### src/sv/bte_pkg.sv
package bte_pkg;

	// default tree capacity
	localparam int DEF_MAX_NODES = 16;

	// stream word widths
	localparam int S_DATA_W = 16;
	localparam int M_DATA_W = 8;
	localparam int M_USER_W = 3;

	// walk order codes
	typedef enum logic [1:0] {
		WALK_PRE  = 2'd0,
		WALK_IN   = 2'd1,
		WALK_POST = 2'd2
	} walk_t;

endpackage

### src/sv/binary_tree_traversal_engine.sv
// Non-final node records are taken one per cycle, back to back, written at once.
// The final record starts the walks: a scan over the ids finds each root, and every
// emitted word follows registered reads of the child and stack memories; an output stall holds the walk.
// Each word waits in a pending register until the next is emitted or the run ends;
// results stop at 3*MAX_NODES. Async reset (arst_n low) clears control, parent marks and
// node count; child tables and stack hold no reset value.
module binary_tree_traversal_engine
	import bte_pkg::*;
#(
	parameter int MAX_NODES = DEF_MAX_NODES
) (
	input  logic                clk,
	input  logic                arst_n,
	input  logic                s_tvalid,
	output logic                s_tready,
	// node_index [3:0], left_child [8:4], right_child [13:9], zero pad [15:14]
	input  logic [S_DATA_W-1:0] s_tdata,
	// final_record
	input  logic                s_tlast,
	output logic                m_tvalid,
	input  logic                m_tready,
	// visited_node [3:0], zero pad [7:4]
	output logic [M_DATA_W-1:0] m_tdata,
	// end_of_walk
	output logic                m_tlast,
	// walk_order [1:0], end_of_all [2]
	output logic [M_USER_W-1:0] m_tuser
);

	localparam int NODE_W  = (MAX_NODES > 1) ? $clog2(MAX_NODES) : 1;
	localparam int SP_W    = $clog2(MAX_NODES + 1);
	localparam int MAX_OUT = 3 * MAX_NODES;
	localparam int CNT_W   = $clog2(MAX_OUT + 1);

	typedef enum logic [16:0] {
		S_IDLE   = 17'd1,
		S_SCAN   = 17'd2,
		S_P_POP  = 17'd4,
		S_P_NODE = 17'd8,
		S_P_KIDR = 17'd16,
		S_P_KIDL = 17'd32,
		S_I_PUSH = 17'd64,
		S_I_LEFT = 17'd128,
		S_I_POP  = 17'd256,
		S_I_EMIT = 17'd512,
		S_I_RGT  = 17'd1024,
		S_Q_PUSH = 17'd2048,
		S_Q_LEFT = 17'd4096,
		S_Q_CHK  = 17'd8192,
		S_Q_TOP  = 17'd16384,
		S_Q_DEC  = 17'd32768,
		S_FLUSH  = 17'd65536
	} state_t;

	// child link decode: {valid, id}
	function automatic logic [NODE_W:0] child_of(input logic [4:0] raw);
		logic ok;
		ok = !raw[4] && (32'(raw) < MAX_NODES);
		return {ok, NODE_W'(raw[3:0])};
	endfunction

	state_t              state_q, state_d;
	logic [SP_W-1:0]     sp_q, sp_d, sp_m1;
	logic [SP_W-1:0]     scan_q, scan_d;
	logic [SP_W-1:0]     cnt_q;
	logic [CNT_W-1:0]    res_cnt_q, res_cnt_d;
	logic [NODE_W-1:0]   root_q, root_d;
	logic [NODE_W-1:0]   cur_q, cur_d;
	logic                cur_ok_q, cur_ok_d;
	logic [NODE_W-1:0]   last_q, last_d;
	logic                last_ok_q, last_ok_d;
	logic [MAX_NODES-1:0] has_parent_q;
	logic [MAX_NODES-1:0] par_set;

	// memories and their registered read data
	logic [9:0]          ch_mem [MAX_NODES];
	logic [9:0]          ch_rd_q;
	logic [NODE_W-1:0]   stk_mem [MAX_NODES];
	logic [NODE_W-1:0]   stk_rd_q;

	logic                ch_re, st_we, st_re;
	logic [NODE_W-1:0]   ch_raddr, st_waddr, st_wdata, st_raddr;

	// emission control
	logic                emit, emit_ok, slot_free, mark_eow, flush_go, clear_run;
	walk_t               emit_ord;
	logic [NODE_W-1:0]   emit_node;
	logic                pend_v_q, pend_eow_q;
	walk_t               pend_ord_q;
	logic [3:0]          pend_node_q;
	logic [3:0]          out_node_q;
	walk_t               out_ord_q;
	logic                out_eow_q, out_eoa_q, out_v_q;

	// input record decode
	logic                acc, idx_ok;
	logic [3:0]          in_idx;
	logic [4:0]          in_left, in_right;
	logic [NODE_W:0]     in_lc, in_rc;
	logic [NODE_W:0]     rd_l, rd_r;
	logic                sp_full, sp_empty, cap;

	assign s_tready = (state_q == S_IDLE);
	assign acc      = s_tvalid && s_tready;
	assign in_idx   = s_tdata[3:0];
	assign in_left  = s_tdata[8:4];
	assign in_right = s_tdata[13:9];
	assign idx_ok   = 32'(in_idx) < MAX_NODES;
	assign in_lc    = child_of(in_left);
	assign in_rc    = child_of(in_right);
	assign rd_l     = child_of(ch_rd_q[9:5]);
	assign rd_r     = child_of(ch_rd_q[4:0]);

	assign sp_m1    = sp_q - 1'b1;
	assign sp_full  = (sp_q == SP_W'(MAX_NODES));
	assign sp_empty = (sp_q == '0);
	assign cap      = (res_cnt_q == CNT_W'(MAX_OUT));

	assign slot_free = !out_v_q || m_tready;
	assign emit_ok   = !pend_v_q || slot_free;

	// walk sequencer
	always_comb begin
		state_d   = state_q;
		sp_d      = sp_q;
		scan_d    = scan_q;
		res_cnt_d = res_cnt_q;
		root_d    = root_q;
		cur_d     = cur_q;
		cur_ok_d  = cur_ok_q;
		last_d    = last_q;
		last_ok_d = last_ok_q;
		ch_re     = 1'b0;
		ch_raddr  = stk_rd_q;
		st_we     = 1'b0;
		st_waddr  = sp_q[NODE_W-1:0];
		st_wdata  = cur_q;
		st_re     = 1'b0;
		st_raddr  = sp_m1[NODE_W-1:0];
		emit      = 1'b0;
		emit_ord  = WALK_PRE;
		emit_node = stk_rd_q;
		mark_eow  = 1'b0;
		flush_go  = 1'b0;
		clear_run = 1'b0;
		case (state_q)
			S_IDLE: begin
				if (acc && s_tlast) begin
					scan_d    = '0;
					res_cnt_d = '0;
					state_d   = S_SCAN;
				end
			end
			S_SCAN: begin
				if (scan_q < cnt_q) begin
					if (!has_parent_q[scan_q[NODE_W-1:0]]) begin
						// root found: preorder starts with the root on the stack
						root_d   = scan_q[NODE_W-1:0];
						st_we    = 1'b1;
						st_waddr = '0;
						st_wdata = scan_q[NODE_W-1:0];
						sp_d     = SP_W'(1);
						state_d  = S_P_POP;
					end else begin
						scan_d = scan_q + 1'b1;
					end
				end else begin
					state_d = S_FLUSH;
				end
			end
			// preorder
			S_P_POP: begin
				if (sp_empty || cap) begin
					mark_eow = 1'b1;
					sp_d     = '0;
					cur_d    = root_q;
					cur_ok_d = 1'b1;
					state_d  = cap ? S_FLUSH : S_I_PUSH;
				end else begin
					st_re   = 1'b1;
					sp_d    = sp_m1;
					state_d = S_P_NODE;
				end
			end
			S_P_NODE: begin
				if (emit_ok) begin
					emit      = 1'b1;
					res_cnt_d = res_cnt_q + 1'b1;
					ch_re     = 1'b1;
					state_d   = S_P_KIDR;
				end
			end
			S_P_KIDR: begin
				if (rd_r[NODE_W] && !sp_full) begin
					st_we    = 1'b1;
					st_wdata = rd_r[NODE_W-1:0];
					sp_d     = sp_q + 1'b1;
				end
				state_d = S_P_KIDL;
			end
			S_P_KIDL: begin
				if (rd_l[NODE_W] && !sp_full) begin
					st_we    = 1'b1;
					st_wdata = rd_l[NODE_W-1:0];
					sp_d     = sp_q + 1'b1;
				end
				state_d = S_P_POP;
			end
			// inorder
			S_I_PUSH: begin
				if (cur_ok_q && !sp_full) begin
					st_we    = 1'b1;
					sp_d     = sp_q + 1'b1;
					ch_re    = 1'b1;
					ch_raddr = cur_q;
					state_d  = S_I_LEFT;
				end else begin
					state_d = S_I_POP;
				end
			end
			S_I_LEFT: begin
				cur_d    = rd_l[NODE_W-1:0];
				cur_ok_d = rd_l[NODE_W];
				state_d  = S_I_PUSH;
			end
			S_I_POP: begin
				if (sp_empty || cap) begin
					mark_eow  = 1'b1;
					sp_d      = '0;
					cur_d     = root_q;
					cur_ok_d  = 1'b1;
					last_ok_d = 1'b0;
					state_d   = cap ? S_FLUSH : S_Q_PUSH;
				end else begin
					st_re   = 1'b1;
					sp_d    = sp_m1;
					state_d = S_I_EMIT;
				end
			end
			S_I_EMIT: begin
				if (emit_ok) begin
					emit      = 1'b1;
					emit_ord  = WALK_IN;
					res_cnt_d = res_cnt_q + 1'b1;
					ch_re     = 1'b1;
					state_d   = S_I_RGT;
				end
			end
			S_I_RGT: begin
				cur_d    = rd_r[NODE_W-1:0];
				cur_ok_d = rd_r[NODE_W];
				state_d  = S_I_PUSH;
			end
			// postorder
			S_Q_PUSH: begin
				if (cur_ok_q && !sp_full) begin
					st_we    = 1'b1;
					sp_d     = sp_q + 1'b1;
					ch_re    = 1'b1;
					ch_raddr = cur_q;
					state_d  = S_Q_LEFT;
				end else begin
					cur_ok_d = 1'b0;
					state_d  = S_Q_CHK;
				end
			end
			S_Q_LEFT: begin
				cur_d    = rd_l[NODE_W-1:0];
				cur_ok_d = rd_l[NODE_W];
				state_d  = S_Q_PUSH;
			end
			S_Q_CHK: begin
				if (sp_empty || cap) begin
					mark_eow = 1'b1;
					scan_d   = scan_q + 1'b1;
					state_d  = cap ? S_FLUSH : S_SCAN;
				end else begin
					// peek the top without popping
					st_re   = 1'b1;
					state_d = S_Q_TOP;
				end
			end
			S_Q_TOP: begin
				ch_re   = 1'b1;
				state_d = S_Q_DEC;
			end
			S_Q_DEC: begin
				if (rd_r[NODE_W] && !(last_ok_q && rd_r[NODE_W-1:0] == last_q) && !sp_full) begin
					cur_d    = rd_r[NODE_W-1:0];
					cur_ok_d = 1'b1;
					state_d  = S_Q_PUSH;
				end else if (emit_ok) begin
					emit      = 1'b1;
					emit_ord  = WALK_POST;
					res_cnt_d = res_cnt_q + 1'b1;
					last_d    = stk_rd_q;
					last_ok_d = 1'b1;
					sp_d      = sp_m1;
					state_d   = S_Q_CHK;
				end
			end
			S_FLUSH: begin
				// last word of the run goes out with both end marks
				if (!pend_v_q) begin
					clear_run = 1'b1;
					state_d   = S_IDLE;
				end else if (slot_free) begin
					flush_go  = 1'b1;
					clear_run = 1'b1;
					state_d   = S_IDLE;
				end
			end
			default: begin
				state_d = S_IDLE;
			end
		endcase
	end

	// control registers
	always_ff @(posedge clk or negedge arst_n) begin
		if (!arst_n) begin
			state_q   <= S_IDLE;
			sp_q      <= '0;
			scan_q    <= '0;
			res_cnt_q <= '0;
			cur_ok_q  <= 1'b0;
			last_ok_q <= 1'b0;
		end else begin
			state_q   <= state_d;
			sp_q      <= sp_d;
			scan_q    <= scan_d;
			res_cnt_q <= res_cnt_d;
			cur_ok_q  <= cur_ok_d;
			last_ok_q <= last_ok_d;
		end
	end

	// walk payload registers
	always_ff @(posedge clk) begin
		root_q <= root_d;
		cur_q  <= cur_d;
		last_q <= last_d;
	end

	// parent marks set by one record
	always_comb begin
		par_set = '0;
		if (idx_ok) begin
			if (in_lc[NODE_W]) par_set[in_lc[NODE_W-1:0]] = 1'b1;
			if (in_rc[NODE_W]) par_set[in_rc[NODE_W-1:0]] = 1'b1;
		end
	end

	// parent marks and record count
	always_ff @(posedge clk or negedge arst_n) begin
		if (!arst_n) begin
			has_parent_q <= '0;
			cnt_q        <= '0;
		end else if (clear_run) begin
			has_parent_q <= '0;
			cnt_q        <= '0;
		end else if (acc) begin
			has_parent_q <= has_parent_q | par_set;
			if (cnt_q != SP_W'(MAX_NODES)) cnt_q <= cnt_q + 1'b1;
		end
	end

	// child table memory, one write and one read port
	always_ff @(posedge clk) begin
		if (acc && idx_ok) ch_mem[NODE_W'(in_idx)] <= {in_left, in_right};
		if (ch_re) ch_rd_q <= ch_mem[ch_raddr];
	end

	// walk stack memory
	always_ff @(posedge clk) begin
		if (st_we) stk_mem[st_waddr] <= st_wdata;
		if (st_re) stk_rd_q <= stk_mem[st_raddr];
	end

	// pending word waits until the next one shows whether it ends a walk
	always_ff @(posedge clk or negedge arst_n) begin
		if (!arst_n) begin
			pend_v_q <= 1'b0;
		end else if (emit) begin
			pend_v_q <= 1'b1;
		end else if (flush_go) begin
			pend_v_q <= 1'b0;
		end
	end

	always_ff @(posedge clk) begin
		if (emit) begin
			pend_ord_q  <= emit_ord;
			pend_node_q <= 4'(emit_node);
			pend_eow_q  <= 1'b0;
		end else if (mark_eow) begin
			pend_eow_q <= 1'b1;
		end
	end

	// output register
	always_ff @(posedge clk or negedge arst_n) begin
		if (!arst_n) begin
			out_v_q <= 1'b0;
		end else if ((emit && pend_v_q) || flush_go) begin
			out_v_q <= 1'b1;
		end else if (m_tready) begin
			out_v_q <= 1'b0;
		end
	end

	always_ff @(posedge clk) begin
		if ((emit && pend_v_q) || flush_go) begin
			out_node_q <= pend_node_q;
			out_ord_q  <= pend_ord_q;
			out_eow_q  <= pend_eow_q || flush_go;
			out_eoa_q  <= flush_go;
		end
	end

	assign m_tvalid = out_v_q;
	assign m_tdata  = {{(M_DATA_W - 4){1'b0}}, out_node_q};
	assign m_tlast  = out_eow_q;
	assign m_tuser  = {out_eoa_q, out_ord_q};

endmodule

### config.mk
export PLATFORM = sky130hd
export DESIGN_NAME = binary_tree_traversal_engine
export DESIGN_NICKNAME = d
export VERILOG_FILES = /design/src/sv/bte_pkg.sv /design/src/sv/binary_tree_traversal_engine.sv
export SDC_FILE = /design/constraint.sdc
export NUM_CORES = 1
export LEC_CHECK = 0
export ABC_AREA = 1
export BUFFER_PORTS_ARGS = -buffer_cell sky130_fd_sc_hd__buf_2
export CAP_MARGIN = 20
export CELL_PAD_IN_SITES_DETAIL_PLACEMENT = 1
export CELL_PAD_IN_SITES_GLOBAL_PLACEMENT = 1
export CORE_ASPECT_RATIO = 1.25
export CORE_MARGIN = 3
export CORE_UTILIZATION = 30
export CTS_BUF_LIST = sky130_fd_sc_hd__clkbuf_4 sky130_fd_sc_hd__clkbuf_8
export CTS_CLUSTER_SIZE = 10
export DETAILED_ROUTE_END_ITERATION = 16
export GPL_TIMING_DRIVEN = 0
export MAX_ROUTING_LAYER = met4
export PLACE_DENSITY_LB_ADDON = 0.05
export SLEW_MARGIN = 10
export SYNTH_ARGS = -nofsm -noshare
export SYNTH_HDL_FRONTEND = slang
export SYNTH_SLANG_ARGS = --single-unit
### constraint.sdc
create_clock -name clk -period 2.65 [get_ports clk]
set_input_delay 0.1325 -clock clk [delete_from_list [all_inputs] [get_ports clk]]
set_output_delay 0.1325 -clock clk [all_outputs]
set_load 0.02 [all_outputs]
## Word level (Yosys, flattened, before mapping)

Memory sizes are Yosys's and may differ from the RTL's. A register that Yosys moved wholly into a read port is not among the register bits.
Index checks and enable logic that the tools add are counted.

- Bits in registers: 85
- Bits in writable memories: 224
- Input port bits: 21
- Output and inout port bits: 14
- Logic and storage cells: 237
- Memories kept: 2

- Add/sub/neg operators: 5
- $lt $le $gt $ge: 10
- Eq/ne operators: 40
- Mux-type cells: 101
- Bitwise logic cells: 4
- Reductions and logical operators: 55

Memories:

| memory | words | width | rd ports | clocked after Yosys merged registers in | wr ports | RTL line | RTL |
|---|---|---|---|---|---|---|---|
| ch_mem | 16 | 10 | 1 | 1 | 1 | binary_tree_traversal_engine.sv:76 | `logic [9:0] ch_mem [MAX_NODES];` |
| stk_mem | 16 | 4 | 1 | 1 | 1 | binary_tree_traversal_engine.sv:78 | `logic [NODE_W-1:0] stk_mem [MAX_NODES];` |

Operators by type and width:

| kind | number |
|---|---|
| $pmux W17 S16 | 1 |
| $mux W17 | 15 |
| $mux W5 | 15 |
| $mux W16 | 4 |
| $mux W4 | 11 |
| $mux W1 | 34 |
| $or A16 B16 Y16 | 2 |
| $pmux W5 S6 | 1 |
| $ne A2 B2 Y1 const B | 13 |
| $lt A5 B5 Y1 const B | 4 |
| $mux W6 | 3 |
| $pmux W6 S3 | 1 |
| $eq A17 B1 Y1 const B | 1 |
| $eq A17 B10 Y1 const B | 1 |
| $eq A17 B11 Y1 const B | 1 |
| $eq A17 B12 Y1 const B | 1 |
| $eq A17 B13 Y1 const B | 1 |
| $eq A17 B14 Y1 const B | 1 |
| $eq A17 B15 Y1 const B | 1 |
| $eq A17 B16 Y1 const B | 1 |
| $eq A17 B17 Y1 const B | 1 |
| $eq A17 B2 Y1 const B | 1 |
| $eq A17 B3 Y1 const B | 1 |
| $eq A17 B4 Y1 const B | 1 |
| 48 further kinds | 99 |

## Longest topological paths before layout

Gate-level depths: netlist of the first run.

- Depth in word-level cells: 10
- Gate-level depth with buffers: 17
- Mapped depth without buffers: 15

## Worst setup path before layout of the first run

OpenSTA, ideal clock, no wires.

- Path type: register to register
- Start: register sp_q[0]
- End: register out_eow_q, in the netlist m_tlast, enable pin
- Setup time: 383 ps
- Arrival time: 2421 ps
- Data required time: 2267 ps
- Slack: -155 ps
- Cell stages (with the launch flop): 13
- Path buffers: 2
- Period minus slack after synthesis: 2805 ps
- Cell sequence: dfrtp_1 buf_4 clkinv_1 clkbuf_1 ha_1 nand3_2 nand2_1 inv_1 nand2_1 nand2_1 nand2_1 inv_1 nor3_1

- Word-level cells in the longest chain between the ends: 7

Ends and longest elaborated chain:

| what | RTL line | RTL |
|---|---|---|
| from (decl) | binary_tree_traversal_engine.sv:63 | `logic [SP_W-1:0] sp_q, sp_d, sp_m1;` |
| from (signal assigned) | binary_tree_traversal_engine.sv:330 | `sp_q <= sp_d;` |
| $eq A5 B5 Y1 | binary_tree_traversal_engine.sv:115 | `assign sp_full = (sp_q == SP_W'(MAX_NODES));` |
| $logic_not A1 Y1 | binary_tree_traversal_engine.sv:288 | `if (rd_r[NODE_W] && !(last_ok_q && rd_r[NODE_W-1:0] == last_q) && !sp_full) begin` |
| $logic_and A1 B1 Y1 | binary_tree_traversal_engine.sv:288 |  |
| $mux W1 | binary_tree_traversal_engine.sv:288 |  |
| $pmux W1 S2 | binary_tree_traversal_engine.sv:146 | `case (state_q)` |
| $logic_and A1 B1 Y1 | binary_tree_traversal_engine.sv:413 | `if ((emit && pend_v_q) \|\| flush_go) begin` |
| $logic_or A1 B1 Y1 | binary_tree_traversal_engine.sv:413 |  |
| to (signal assigned) | binary_tree_traversal_engine.sv:416 | `out_eow_q <= pend_eow_q \|\| flush_go;` |
| to (decl) | binary_tree_traversal_engine.sv:93 | `logic out_eow_q, out_eoa_q, out_v_q;` |

No other way between the ends.
A chain may end at the register's enable or synchronous reset.

## Worst setup path in the final report of the first run

- Start: register sp_q[0]
- End: register ch_rd_q[4] (read register of ch_mem), data pin

- Word-level cells in the longest chain between the ends: 5
- Elaborated cells between the ends (all ways): 7
- Those cells by class: eq/ne: 1; mux: 4; reduce/logical: 2

Ends and longest elaborated chain:

| what | RTL line | RTL |
|---|---|---|
| $eq A5 B5 Y1 * | binary_tree_traversal_engine.sv:115 |  |
| $logic_not A1 Y1 * | binary_tree_traversal_engine.sv:211, binary_tree_traversal_engine.sv:256 |  |
| $logic_and A1 B1 Y1 * | binary_tree_traversal_engine.sv:211, binary_tree_traversal_engine.sv:256 |  |
| $mux W1 or $mux W4 (tied branches) | binary_tree_traversal_engine.sv:211, binary_tree_traversal_engine.sv:256 |  |
| $pmux W1 S3 or $mux W4 (tied branches) | -- |  |
| to (decl) | binary_tree_traversal_engine.sv:77 | `logic [9:0] ch_rd_q;` |

Mark *: on every way between the ends. The rest lies on a longest branch, timed or not.

==> metrics.csv, run 1 <==
metric,value,unit
final WL,51.13,mm
Worst path most repeated cell,nand2_1,
met2 Usage GRT,33.57,%
PnR Total Power,15.36,mW
"non-filler cells, final",2513,
vias post-DR,11969,
root buf cell,clkbuf_8,
critical path's top delay family,buffers and inverters,
Post-Synth Simple-Gate Area,24.17,%
WL per Instance,20.35,µm
crit share post-route,96.49,%
vias per inst,4.763,
final core occ,37.94,%
setup TNS,0,ns
Synth Area in Adders,0.9470,%
Synth top area share,50.00,%
slowest CP cell,dfrtp_1,
IO Count,35,
layout cells sized above 1,21.60,%
initial drt markers,479,
post-detail-place hpwl,36.24,mm
count of flip-flops with a built-in enable after synthesis,264,
switching pwr,5.375,mW
GRT Overall Usage,19.00,%
Worst-Margin Slew,0.6820,ns
nets,1842,
vias in the first global route,12827,
"Clk Latency, worst-skew pair",0.65,ns
ys flop type,edfxtp_1,
GR Util met1,22.48,%
Area growth syn-to-layout,24.20,%
highest clock rate,391.1,MHz
met3 usage,2.563,%
first-pass GRT wire length,78.06,mm
RSZ-0062 raised after global routing,yes,
Pins Over Slew Limit,0,
switch share,35.00,%
cell count after synthesis,1658,
DR pass1 iterations,4,
Worst Hold Class,input port to register,
Core ar.,51900,µm²
Worst Path Buf+Inv,5,
sequential group share of total power,40.0,%
initial antenna violation count,1,
routability congestion estimate,0.8333,
largest family of logic cells by synthesized area,simple AND/OR/NAND/NOR gates,
htree depth,2,
Compound-Gate Fraction of Synth Area,6.329,%
Max VDD drop,410.2,µV
status,"complete, no violations",
crit path time final,2.557,ns
"Max FO, Critical Path",10,
ANT nets after route,0,
synth warn,0,
DRC errors left,0,
Chip Width,211.6,µm
register area share after synthesis,59.29,%
fillers,5841,
cell-internal power,9.984,mW
FP Rows,93,
CTS tree,yes,
ys async rst share,17.96,%
gr busiest metal,met2,
Clock Tree Buf Depth,3,
Comb pwr share,28.7,%
CP max stage delay,0.38,ns
synthesized area,15850,µm²
Synth area leader,edfxtp_1,
Startpoint Class,register,
Yosys cell types,49,
CP Data Arrival Time,2.94,ns
multiplexer area fraction after synthesis,0,%
largest net degree at the start of global routing,33,
Syn Area/Cell,9.562,µm²
Yosys reg bits,323,
PortBufs,28,
clock slew at reported path FFs,0.07,ns
Final Skew,0.03615,ns
Min Hold Slack,0.04986,ns
Setup crit end kind,register,
clock share of power,31.3,%
Initial Util,30.55,%
Worst Setup Path Type,register to register,
Final Hold Vio Count,0,
xor/xnor cell area share of the yosys netlist,0.8839,%
die height,263.0,µm
TritonCTS buffer count,58,
Placed Cells,2357,
die area,55660,µm²
Pwr Density,780.0,nW/µm²
GRT overflow,0,
number of max-cap violations,0,
Leak,8.105,nW
setup violators final,0,
"Cell Chain, Critical Path",buf_6 -> clkinv_8 -> clkbuf_16 -> ha_4 -> nand3_4 -> nand2_4 -> inv_1 -> nand2_1 -> o21ai_0 -> nand2_1 -> o21ai_2 -> buf_4 -> nand3_2 -> nand3_4 -> nand2_1,
"Req. time, crit path",3.03,ns
clk sinks,323,
leading post-synthesis cells by cell area,"edfxtp_1, dfrtp_1, nand3_1, nand2_1, inv_1",
max-slew headroom at the worst pin,54.36,%
-- state kept, by name, summed over array words and instances (netlist names), 2 cells and up --
signal / count
ch_mem: 160
ch_rd_q: 10
cnt_q: 5
cur_q: 4
emit_node: 4
has_parent_q: 16
last_q: 4
out_node_q: 4
out_ord_q: 2
pend_node_q: 4
pend_ord_q: 2
res_cnt_q: 6
root_q: 4
scan_q: 5
sp_q: 5
state_q: 17
stk_mem: 64
-- layout make-up --
| class | count | area, µm² | share of cell area (%) |
|---|---|---|---|
| antenna | 1 | 2.502 | 0.01271 |
| timing repair buffer | 92 | 913.4 | 4.638 |
| sequential | 323 | 9408 | 47.78 |
| inverter | 260 | 993.5 | 5.045 |
| clock buffer | 78 | 985.9 | 5.007 |
| buffer | 57 | 447.9 | 2.275 |
| tap | 665 | 832.0 | 4.225 |
| multi-input combinational | 1017 | 5926 | 30.09 |
| clock inverter | 20 | 182.7 | 0.9277 |
-- layout by cell type (no fill, tap or decap), types with 11 or more instances in the layout --
master         Yosys  final
nor3_1            17     16
buf_12             0     18
nand3_4            2     12
dfrtp_1           57     51
nor2_1           146    106
o221ai_1          11     11
nand3b_1          36     36
nand3_1          262    213
clkbuf_4           0     18
inv_1            250    247
xor2_1            12     12
a21oi_1           31     27
nor2_2            10     13
nor2_4             5     42
edfxtp_1         264    264
clkbuf_8           0     64
nand2_2           10     15
o21ai_0           85     84
nand3_2            9     48
buf_4             20     50
buf_2             30     39
dlygate4sd3_1      0     15
nand4_1           17     17
nand2_1          282    267
ha_1              12     11
o22ai_1           18     18
buf_6              1     11
-- synthesized netlist by cell type (3+ instances only) --
| master | instances |
|---|---|
| o21a_1 | 4 |
| nand3b_1 | 36 |
| o22ai_1 | 18 |
| xnor2_1 | 4 |
| nor2_2 | 10 |
| nand3_1 | 262 |
| inv_2 | 9 |
| ha_1 | 12 |
| nor2_1 | 146 |
| clkbuf_1 | 10 |
| or2_2 | 3 |
| o211ai_1 | 5 |
| nand2_1 | 282 |
| buf_4 | 20 |
| nor2_4 | 5 |
| dfrtp_1 | 57 |
| a21oi_1 | 31 |
| buf_2 | 30 |
| edfxtp_1 | 264 |
| o31ai_1 | 6 |
| o21ai_0 | 85 |
| nand2_4 | 3 |
| nand4_1 | 17 |
| inv_1 | 250 |
| nand2_2 | 10 |
| o221ai_1 | 11 |
| nor3_1 | 17 |
| xor2_1 | 12 |
| o21ai_1 | 8 |
| nand3_2 | 9 |
-- worst paths after layout --
path / from / end / slack [ns] / cells after the start
max in group asynchronous: arst_n / scan_q[3] / 1.86 / 4
worst min register to register: pend_ord_q[0] / out_ord_q[0] / 0.42 / 0
worst max-delay path: sp_q[0] / ch_rd_q[4] / 0.09 / 15
worst max register to register: sp_q[0] / ch_rd_q[4] / 0.09 / 15
worst min-delay path: s_tdata[10] / ch_mem[0][1] / 0.05 / 1
min in group asynchronous: arst_n / state_q[11] / 0.56 / 4
-- cell families after synthesis --
| logic type | count (synthesis) |
|---|---|
| other | 1 |
| and+or+nand+nor | 810 |
| buffers and inverters | 321 |
| DFF | 323 |
| AOI/OAI and AO/OA | 175 |
| xor gates and xnor gates | 16 |
| adders and majority gates | 12 |
-- per-stage QoR --
stage	setup slack [ns]	cell area, µm²
final	0.09312	19690
after global routing	-0.02492	19690
after CTS	0.002032	19150
after detailed placement	-1.207	16880
after global placement	-1.208	16840
after floorplan	0.09295	15870
-- power groups by stage --
stage               registers [mW]  logic [mW]  clock network, mW
finish                        6.14        4.40               4.81
global route                  6.18        4.91               5.22
CTS                           6.14        4.34               5.04
detailed placement            6.23        3.89                  0
global placement              6.23        3.85                  0
floorplan                     6.16        2.49                  0
-- repair_timing --
action	in CTS	in global routing
pin swaps	19	22
cloned	1	0
hold endpoints to repair	204	1
endpoints found under the setup margin	370	303
setup buffers	20	24
hold buffers	15	1
resized for setup	176	64
-- metal layers --
metal | vias to the layer above | share of wire (%)
li1 | 5906 | -
met1 | 5808 | 43
met2 | 163 | 52
met3 | 92 | 2.7
met4 | 0 | 3.0
met5 | - | 0
Note: power is estimated with default switching activity, not from simulation.
==> run 2: changes to the inputs <==
ABC_AREA = not set   (was 1)
==> metrics.csv, run 2 <==
metric,value,unit
post-route setup slack,-0.7884,ns
final WL,43.15,mm
Pwr Density,770.5,nW/µm²
htree depth,2,
Syn Area/Cell,14.39,µm²
synthesized area,14300,µm²
die height,250.1,µm
failing checks,setup timing,
Pins Over Slew Limit,0,
Min Hold Slack,0.09337,ns
Initial Util,30.63,%
Worst Setup Path Type,register to register,
Yosys reg bits,323,
post-detail-place hpwl,28.15,mm
Area growth syn-to-layout,28.71,%
CTS tree,yes,
vias in the first global route,9953,
"non-filler cells, final",1839,
ANT nets after route,0,
initial antenna violation count,1,
"commonest non-fill, non-tap cell in the layout",edfxtp_1,
"Req. time, crit path",3.01,ns
count of flip-flops with a built-in enable after synthesis,264,
layout cells sized above 1,33.20,%
"Clk Latency, worst-skew pair",0.64,ns
highest clock rate,290.8,MHz
root buf cell,clkbuf_8,
Startpoint Class,register,
number of max-cap violations,0,
Setup crit end kind,register,
RSZ-0062 raised after global routing,yes,
die area,50330,µm²
GRT overflow,0,
DRC errors left,0,
most frequent cells in the layout,"edfxtp_1, mux2i_1, nor2_1",
Worst-Margin Slew,0.8430,ns
initial drt markers,409,
Synth area leader,edfxtp_1,
largest register by flop count,ch_mem,
Final Hold Vio Count,0,
crit share post-route,129.8,%
Placed Cells,1657,
clock slew at reported path FFs,0.06,ns
CP Data Arrival Time,3.80,ns
Comb pwr share,24.3,%
routability congestion estimate,0.7471,
PortBufs,28,
TritonCTS buffer count,55,
setup violators final,356,
Final Skew,0.03722,ns
first-pass GRT wire length,65.12,mm
"Cell Chain, Critical Path",clkinvlp_4 -> ha_4 -> nor4bb_4 -> nand2b_4 -> a211oi_4 -> mux2i_4 -> buf_12 -> buf_12 -> buf_16 -> mux2i_1 -> o22ai_2 -> or4_4,
Worst Hold Class,input port to register,
crit path time final,3.438,ns
max reg flops,160,
GRT Overall Usage,17.82,%
switching pwr,4.262,mW
max-slew headroom at the worst pin,43.46,%
slowest CP cell,or4_4,
Clock Tree Buf Depth,3,
ys flop type,edfxtp_1,
Max VDD drop,401.2,µV
most frequent cell after synthesis,edfxtp_1,
ys async rst share,17.96,%
leading post-synthesis cells by cell area,"edfxtp_1, dfrtp_1, mux2i_1, mux4_2, o22ai_1",
Core ar.,46680,µm²
largest net degree at the start of global routing,54,
status,"finished, violations left",
setup TNS,-98.55,ns
cell count after synthesis,994,
vias per inst,4.967,
sequential group share of total power,43.1,%
Yosys cell types,79,
FP Rows,88,
Synth top area share,55.44,%
switch share,30.05,%
register area share after synthesis,65.74,%
Commonest cells post-synth,"edfxtp_1, nor2_1, mux2i_1",
vias post-DR,9135,
IO Count,35,
synth warn,0,
nets,1199,
CP max stage delay,0.59,ns
clock share of power,32.6,%
cell-internal power,9.919,mW
"Max FO, Critical Path",6,
Leak,6.569,nW
fillers,4793,
WL per Instance,23.46,µm
DR pass1 iterations,6,
Worst path most repeated cell,buf_12,
clk sinks,323,
Chip Width,201.3,µm
largest registers,"ch_mem: 160 flops, stk_mem: 64 flops, state_q: 17 flops",
==> run 2: cell types whose count changed in the layout (fill, tap and decap cells not counted), sizes merged, moves of 74 or more <==
cell	previous run	this run
inv	259	16
mux2i	0	87
nand2	295	46
nand3	273	17
nor2	162	88
o21ai	93	14
==> run 2: stage by stage <==
step           util [%]  power (mW)  setup WS [ns]  area, µm²
2_1_floorplan         -       8.262        -0.4231      14630
3_3_place_gp      33.34       9.230         -1.428      15560
3_5_place_dp      33.42       9.265         -1.424      15600
4_1_cts           38.74       14.41        -0.7952      18080
5_1_grt           39.42       14.97        -0.9006      18400
6_report          39.42       14.18        -0.7884      18400
==> run 2: final timing paths <==
path                                from             to  slack [ns]  cells past startpoint
max reg2reg                      sp_q[1]     ch_rd_q[7]       -0.79                     12
max in group asynchronous         arst_n        sp_q[1]        1.32                      4
min                           s_tdata[0]  ch_mem[15][7]        0.09                      3
min in group asynchronous         arst_n     state_q[9]        0.56                      4
max                              sp_q[1]     ch_rd_q[7]       -0.79                     12
min reg2reg                pend_ord_q[0]   out_ord_q[0]        0.40                      0
==> run 2: logic make-up (layout without fill, tap and decap cells) <==
| group | after synthesis | in the layout | share of synthesized area [%] |
|---|---|---|---|
| AOI/OAI and AO/OA | 161 | 165 | 7.893 |
| xor gates and xnor gates | 18 | 18 | 1.103 |
| adders and majority gates | 12 | 12 | 1.050 |
| buffers and inverters | 59 | 266 | 2.301 |
| DFF | 323 | 323 | 65.74 |
| muxes | 114 | 114 | 10.11 |
| other | 1 | 5 | 0.02623 |
| and+or+nand+nor | 306 | 306 | 11.78 |
==> run 2: power by group through the flow <==
stage               clock network, mW  registers [mW]  logic [mW]
floorplan                           0            6.13        2.13
global placement                    0            6.19        3.04
detailed placement                  0            6.20        3.07
CTS                              4.82            6.11        3.48
global route                     5.02            6.16        3.78
finish                           4.62            6.12        3.44
==> run 2: layer usage <==
layer  vias up  GRT usage, %  share of wire [%]
li1       4266             -                  -
met1      4639         20.60                 41
met2       153         31.46                 53
met3        77         3.120                3.2
met4         0         5.864                3.0
met5         -             -                  0
==> run 2: timing repair <==
item                       in CTS  in global routing
cloned                          7                  0
hold endpoints to repair      206                  0
hold buffers                   17                  0
gates resized for setup       155                 27
pin swaps                      32                 14
setup buffers                  45                 15
setup endpoints to repair     397                391
==> run 2: cell type report <==
cell class / count / area (µm²) / area share (%)
plain buffers: 40 / 437.9 / 2.379
repair buffers: 110 / 1071 / 5.820
multi-input cells: 619 / 5492 / 29.84
clock buffers: 70 / 888.4 / 4.827
clock inverters: 29 / 227.7 / 1.237
flip-flops and latches: 323 / 9414 / 51.15
diodes: 1 / 2.502 / 0.01360
well taps: 630 / 788.3 / 4.283
inverters: 17 / 82.58 / 0.4487
==> run 2: worst max-delay path: cells and delay by family (launching register included) <==
| kind | cells | cell delay [ns] |
|---|---|---|
| AOI/OAI and AO/OA | 2 | 0.44 |
| adders and majority gates | 1 | 0.18 |
| buffers and inverters | 4 | 0.57 |
| DFF | 1 | 0.47 |
| muxes | 2 | 0.59 |
| and+or+nand+nor | 3 | 0.93 |
